[config.mk]
export PLATFORM = sky130hd
export DESIGN_NAME = tpsg_table_fill
export DESIGN_NICKNAME = d
export VERILOG_FILES = /design/src/rtl/core/three_phase_sine_generator_assert.svh /design/src/rtl/core/tpsg_pkg.sv /design/src/rtl/core/tpsg_table_fill.sv
export SDC_FILE = /design/constraint.sdc
export NUM_CORES = 2
export LEC_CHECK = 0
export ABC_AREA = 1
export BUFFER_PORTS_ARGS = -buffer_cell sky130_fd_sc_hd__buf_2
export CAP_MARGIN = 20
export CORE_MARGIN = 10
export CORE_UTILIZATION = 60
export CTS_CLUSTER_DIAMETER = 80
export DETAILED_ROUTE_END_ITERATION = 8
export PLACE_DENSITY = 0.77
export SETUP_SLACK_MARGIN = 0.2
export SYNTH_ARGS = -nofsm -noshare
export SYNTH_HDL_FRONTEND = slang
export SYNTH_SLANG_ARGS = --single-unit
export TNS_END_PERCENT = 10
[constraint.sdc]
create_clock -name clock -period 9 [get_ports clock]
set_input_delay 1.35 -clock clock [delete_from_list [all_inputs] [get_ports clock]]
set_output_delay 1.35 -clock clock [all_outputs]
set_load 0.02 [all_outputs]
[src/rtl/core/three_phase_sine_generator_assert.svh]
`ifndef THREE_PHASE_SINE_GENERATOR_ASSERT_SVH
`define THREE_PHASE_SINE_GENERATOR_ASSERT_SVH

// Invariant checked at every edge outside reset.
`define TPSG_ASSERT_ALWAYS(label, expr, msg) \
   label: assert property (@(posedge clock) disable iff (reset) (expr)) \
      else $error(msg);

// Same-cycle implication checked at every edge outside reset.
`define TPSG_ASSERT_IMPLY(label, ante, cons, msg) \
   label: assert property (@(posedge clock) disable iff (reset) (ante) |-> (cons)) \
      else $error(msg);

`endif

[src/rtl/core/tpsg_pkg.sv]
`timescale 1ns / 1ps

package tpsg_pkg;

   // default sizing
   localparam int TPSG_PHASE_BITS      = 32;
   localparam int TPSG_TABLE_ADDR_BITS = 10;
   localparam int TPSG_SAMPLE_BITS     = 16;

   // Q30 constants for the sine series
   localparam logic [31:0] HALF_PI_Q30 = 32'd1686629713;
   localparam logic [30:0] ONE_Q30     = 31'h4000_0000;

   // number of Horner divide steps (theta^11 down to theta^3)
   localparam int HORNER_STEPS = 5;

   // Horner step k divides n (n < 2^32) by d = 2^a * o, o odd, innermost first.
   // floor(n / d) = ((n >> a) * m) >> sh with m = ceil(2^sh / o),
   // sh = 31 + ceil(log2 o); m fits 32 bits and the result is exact.
   function automatic logic [1:0] horner_pre_shift(input logic [2:0] step);
      logic [1:0] a;
      case (step)
         3'd0:    a = 2'd1;   // 110 = 2 * 55
         3'd1:    a = 2'd3;   // 72 = 8 * 9
         3'd2:    a = 2'd1;   // 42 = 2 * 21
         3'd3:    a = 2'd2;   // 20 = 4 * 5
         default: a = 2'd1;   // 6 = 2 * 3
      endcase
      return a;
   endfunction

   function automatic logic [31:0] horner_recip(input logic [2:0] step);
      logic [31:0] m;
      case (step)
         3'd0:    m = 32'd2498890064;   // ceil(2^37 / 55)
         3'd1:    m = 32'd3817748708;   // ceil(2^35 / 9)
         3'd2:    m = 32'd3272356036;   // ceil(2^36 / 21)
         3'd3:    m = 32'd3435973837;   // ceil(2^34 / 5)
         default: m = 32'd2863311531;   // ceil(2^33 / 3)
      endcase
      return m;
   endfunction

   function automatic logic [5:0] horner_post_shift(input logic [2:0] step);
      logic [5:0] sh;
      case (step)
         3'd0:    sh = 6'd37;
         3'd1:    sh = 6'd35;
         3'd2:    sh = 6'd36;
         3'd3:    sh = 6'd34;
         default: sh = 6'd33;
      endcase
      return sh;
   endfunction

endpackage

[src/rtl/core/tpsg_table_fill.sv]
`timescale 1ns / 1ps

// Builds the quarter-wave sine table after reset, one entry at a time.
// One shared 32x32 multiplier; the Horner divides by constants are reciprocal
// multiplies on it.
module tpsg_table_fill import tpsg_pkg::*; #(
   parameter int TABLE_ADDR_BITS = TPSG_TABLE_ADDR_BITS,
   parameter int SAMPLE_BITS     = TPSG_SAMPLE_BITS
) (
   input  logic                       clock,
   input  logic                       reset,
   output logic                       wr_en,
   output logic [TABLE_ADDR_BITS-2:0] wr_addr,
   output logic [SAMPLE_BITS-2:0]     wr_data,
   output logic                       fill_done
);

   localparam int QBITS = TABLE_ADDR_BITS - 2;
   localparam int XW    = TABLE_ADDR_BITS - 1;
   localparam logic [XW-1:0]          QUARTER = XW'(1) << QBITS;
   localparam logic [SAMPLE_BITS-2:0] FULL    = '1;

   typedef enum logic [3:0] {
      FILL_TH,
      FILL_T2,
      FILL_DIV_LD,
      FILL_DIV_WB,
      FILL_PM,
      FILL_S,
      FILL_MAG,
      FILL_WR,
      FILL_DONE
   } fill_state_type;

   fill_state_type state_ff;
   logic [XW-1:0]  x_ff;
   logic [30:0]    th_ff;
   logic [31:0]    t2_ff;
   logic [30:0]    p_ff;
   logic [63:0]    prod_ff;
   logic [2:0]     k_ff;

   logic [31:0] prod_hi;
   logic [31:0] mul_a;
   logic [31:0] mul_b;
   logic [30:0] u_val;
   logic [31:0] div_num;
   logic [63:0] quo_full;
   logic [63:0] mag_sum;
   logic [33:0] mag_wide;
   logic [SAMPLE_BITS-2:0] mag;

   assign prod_hi = prod_ff[61:30];
   assign u_val   = 31'(x_ff) << (30 - QBITS);

   // divide by constant: pre-shift, multiply by reciprocal, post-shift
   assign div_num  = prod_hi >> horner_pre_shift(k_ff);
   assign quo_full = prod_ff >> horner_post_shift(k_ff);

   // round to FULL scale, clamp
   assign mag_sum  = prod_ff + 64'(ONE_Q30 >> 1);
   assign mag_wide = mag_sum[63:30];
   assign mag      = (mag_wide > 34'(FULL)) ? FULL : mag_wide[SAMPLE_BITS-2:0];

   always_comb begin
      mul_a = '0;
      mul_b = '0;
      case (state_ff)
         FILL_TH: begin
            mul_a = 32'(u_val);
            mul_b = HALF_PI_Q30;
         end
         FILL_T2: begin
            mul_a = prod_hi;
            mul_b = prod_hi;
         end
         FILL_DIV_LD: begin
            mul_a = div_num;
            mul_b = horner_recip(k_ff);
         end
         FILL_PM: begin
            mul_a = t2_ff;
            mul_b = {1'b0, p_ff};
         end
         FILL_S: begin
            mul_a = {1'b0, th_ff};
            mul_b = {1'b0, p_ff};
         end
         FILL_MAG: begin
            mul_a = prod_hi;
            mul_b = 32'(FULL);
         end
         default: begin
            mul_a = '0;
            mul_b = '0;
         end
      endcase
   end

   assign wr_en     = (state_ff == FILL_WR);
   assign wr_addr   = x_ff;
   assign wr_data   = mag;
   assign fill_done = (state_ff == FILL_DONE);

   always_ff @(posedge clock) begin
      prod_ff <= 64'(mul_a) * 64'(mul_b);
      if (reset) begin
         state_ff <= FILL_TH;
         x_ff     <= '0;
      end else begin
         case (state_ff)
            FILL_TH: begin
               state_ff <= FILL_T2;
            end
            FILL_T2: begin
               th_ff    <= prod_hi[30:0];
               k_ff     <= '0;
               state_ff <= FILL_DIV_LD;
            end
            FILL_DIV_LD: begin
               // first step divides t2 itself
               if (k_ff == '0) begin
                  t2_ff <= prod_hi;
               end
               state_ff <= FILL_DIV_WB;
            end
            FILL_DIV_WB: begin
               p_ff <= ONE_Q30 - quo_full[30:0];
               if (k_ff == 3'(HORNER_STEPS - 1)) begin
                  state_ff <= FILL_S;
               end else begin
                  k_ff     <= k_ff + 3'd1;
                  state_ff <= FILL_PM;
               end
            end
            FILL_PM: begin
               state_ff <= FILL_DIV_LD;
            end
            FILL_S: begin
               state_ff <= FILL_MAG;
            end
            FILL_MAG: begin
               state_ff <= FILL_WR;
            end
            FILL_WR: begin
               if (x_ff == QUARTER) begin
                  state_ff <= FILL_DONE;
               end else begin
                  x_ff     <= x_ff + XW'(1);
                  state_ff <= FILL_TH;
               end
            end
            FILL_DONE: begin
               state_ff <= FILL_DONE;
            end
            default: begin
               state_ff <= FILL_TH;
            end
         endcase
      end
   end

endmodule

==> metrics.md <==
| Metric | Value |
|---|---|
| H-Tree Depth | `4` |
| Synthesis-stage register bit count | `145` |
| Vias/cell | `5.80` |
| Synth Flop Type | `edfxtp_1` |
| Drt pass-1 iters | `9` |
| Vias | `36700` |
| Tmin final | `8.60 ns` |
| Final TNS setup | `0 ns` |
| Mapped Nets | `6439` |
| # IOs | `28` |
| PortBufs | `27` |
| Crit path launch type | `register` |
| FFs w/ async S/R, synth | `0%` |
| First-pass GRT wire length | `228000 um` |
| Mapped Avg Cell Area | `8.02 um2` |
| Synth area leader | `fa_1` |
| Worst-Skew Late Latency | `0.45 ns` |
| Distinct cell type count after synthesis | `70` |
| DRT antenna net count | `0` |
| Die X | `286 um` |
| Slew HR | `43.2%` |
| Worst Setup SP | `state_ff[3]` |
| Crit-path slowest cell | `fa_1` |
| Post-Syn Instances | `5273` |
| Max incr delay on CP | `0.60 ns` |
| Layout cells sized above 1 | `9.74%` |
| CTS buffer count | `17` |
| GRT Resource Usage Total | `37.0%` |
| Status | `finished, final reports clean` |
| Max cap viols | `0` |
| Final Cycle Share | `95.5%` |
| RSZ-0062 raised after global routing | `true` |
| Die height | `286 um` |
| Final max-slew violation count | `0` |
| Final wirelength | `149000 um` |
| Post-synth EDFFs | `97` |
| 1st-iter DRT viols | `4167` |
| Sinks on the clock net | `145` |
| CP Capture Type | `register` |
| Worst path bufs/invs | `11` |
| DP HPWL | `123000 um` |
| Worst setup margin | `0.403 ns` |
| # rows | `97` |
| Netlist Area Pre-Place | `42300 um2` |
| Core area | `70000 um2` |
| Final hold vios | `0` |
| Wire per inst | `23.6 um` |
| Min-delay src | `wr_addr[8]` |
| Worst hold-check path type | `register to register` |
| CP top delay family | `adder cells` |
| WS Path Type | `register to register` |
| Worst-case clock buffer depth | `2` |
| Clock Tree Root | `clkbuf_16` |
| Clock-pin slew on the worst setup and hold paths | `0.07 ns` |
| Area growth from synthesis to layout | `8.79%` |
| Die area | `81500 um2` |
| Hold buffers post-CTS | `0` |
| Critical R2R Launch | `state_ff[3]` |
| Vias in the first global route | `38300` |
| Final Setup Violations | `0` |
| Ys Warns | `0` |
| Actual slew at the worst max-slew pin | `0.851 ns` |
| Nets@finish | `6533` |
| Synth top area cells | `fa_1 (42%), inv_1 (11%), nand2_1 (8.7%)` |
| Fin Clk Skew | `0.0157 ns` |
| Drc violations | `0` |
| CP Data Required Time | `9.33 ns` |
| Grt total ovfl | `0` |
| Worst EP arrival | `8.93 ns` |
| Initial Util | `60.4%` |
| CTS tree | `built` |
| Yosys top cell area share | `42.3%` |
| Max frequency | `116 MHz` |
| Largest net degree at the start of global routing | `60` |
| Setup WS pre-CTS | `0.0345 ns` |
| Post-synthesis sequential area ratio | `9.16%` |
| GPL Wtd Cong | `1.06` |
| Worst-path fanout max | `31` |
| Initial antenna violation count | `3` |
==> area by class of cell <==
type | instances | area, um2
Clock buffer | 21 | 493
Sequential cell | 145 | 3870
Multi-Input combinational cell | 3646 | 33100
Timing Repair Buffer | 282 | 2430
Tap cell | 940 | 1180
Antenna cell | 2 | 5.00
Fill cell | 6061 | 24000
Inverter | 1274 | 4870
Timing Repair inverter | 1 | 5.00
Clock inverter | 11 | 113
==> sequential cells by signal, indices dropped and copies added (netlist names) <==
| register | count |
|---|---|
| wr_addr | 9 |
| k_ff | 3 |
| p_ff | 31 |
| prod_ff | 35 |
| state_ff | 4 |
| th_ff | 31 |
| t2_ff | 32 |
==> timing repair <==
item	in CTS	in global routing
endpoints found under the setup margin	14	35
cloned	0	2
pin swaps	0	5
gates resized for setup	9	90
buffers inserted	0	21
==> cell usage after synthesis, types with 4 or more instances <==
master / n
o21ai_1: 66
o21ai_2: 14
nand2_1: 978
nand4_1: 29
o221ai_1: 28
nor4_2: 7
nand3_1: 71
nor3_4: 4
fa_1: 895
buf_1: 11
o21a_1: 19
o211ai_1: 5
inv_1: 1220
xor2_1: 53
buf_6: 6
nor2_1: 751
nand2_2: 10
a221oi_1: 12
nor4_1: 16
and3_1: 5
nor3_2: 15
nor2_2: 15
edfxtp_1: 97
buf_2: 44
ha_1: 269
nand2_4: 4
nor3_1: 38
nand4_2: 10
clkbuf_1: 142
o21ai_0: 99
clkinv_1: 21
a21o_1: 4
dfxtp_1: 48
xnor2_1: 15
inv_2: 32
a211oi_1: 4
nor2_4: 5
a31oi_1: 15
a21oi_1: 147
==> layout by cell type, fill, tap and decap left out, drive strengths merged, types with 15 or more instances in the layout <==
cell type	synthesis	layout
nor4	24	24
o21a	19	19
clkinvlp	0	21
nor2	772	772
buf	64	282
ha	269	269
nor3	57	57
fa	895	895
nand4	39	39
xnor2	15	15
o21ai	179	179
clkbuf	145	21
xor2	53	53
o221ai	28	28
nand2	993	994
inv	1253	1247
nand3	75	75
a31oi	15	15
edfxtp	97	97
a221oi	15	15
clkinv	21	17
a21oi	150	150
dfxtp	48	48
==> metrics by stage <==
stage / hold WS, ns / instance area (um2) / std cells / util (%)
after global placement: 0.451 / 44800 / 6264 / 64.0
after floorplan: 0.406 / 42300 / 5273 / -
after detailed placement: 0.462 / 44800 / 6264 / 64.0
final: 0.476 / 46000 / 6322 / 65.7
after CTS: 0.480 / 45400 / 6296 / 64.9
after global routing: 0.527 / 46000 / 6320 / 65.7
==> kinds of logic (layout without fill, tap and decap cells) <==
| group | count (synthesis) | in the layout | share of synthesized area (%) |
|---|---|---|---|
| AO/OA/AOI/OAI | 435 | 435 | 6.13 |
| XOR/XNOR | 68 | 68 | 1.41 |
| adder cells (fa/ha/maj) | 1164 | 1164 | 50.3 |
| buffers and inverters | 1483 | 1589 | 13.4 |
| flip-flops | 145 | 145 | 9.16 |
| multiplexers | 5 | 5 | 0.195 |
| other | 0 | 2 | 0 |
| AND/OR/NAND/NOR | 1973 | 1974 | 19.4 |
==> per-layer routing <==
| metal | vias up | GRT usage [%] | part of all wire (%) |
|---|---|---|---|
| li1 | 15800 | - | - |
| met1 | 18100 | 47.3 | 36 |
| met2 | 2188 | 56.8 | 44 |
| met3 | 521 | 8.09 | 12 |
| met4 | 2 | 23.6 | 7.6 |
| met5 | - | 0 | 0.011 |
==> worst paths after layout <==
check / slack, ns / endpoint / cells past startpoint
worst max register to register: 0.40 / prod_ff[54] / 35
worst min register to register: 0.48 / wr_addr[8] / 1
worst min-delay path: 0.48 / wr_addr[8] / 1
worst max-delay path: 0.40 / prod_ff[54] / 35
Power is left out: the tool's default activity adds up to more than one toggle a clock period on the data nets, which glitch-free logic cannot reach.
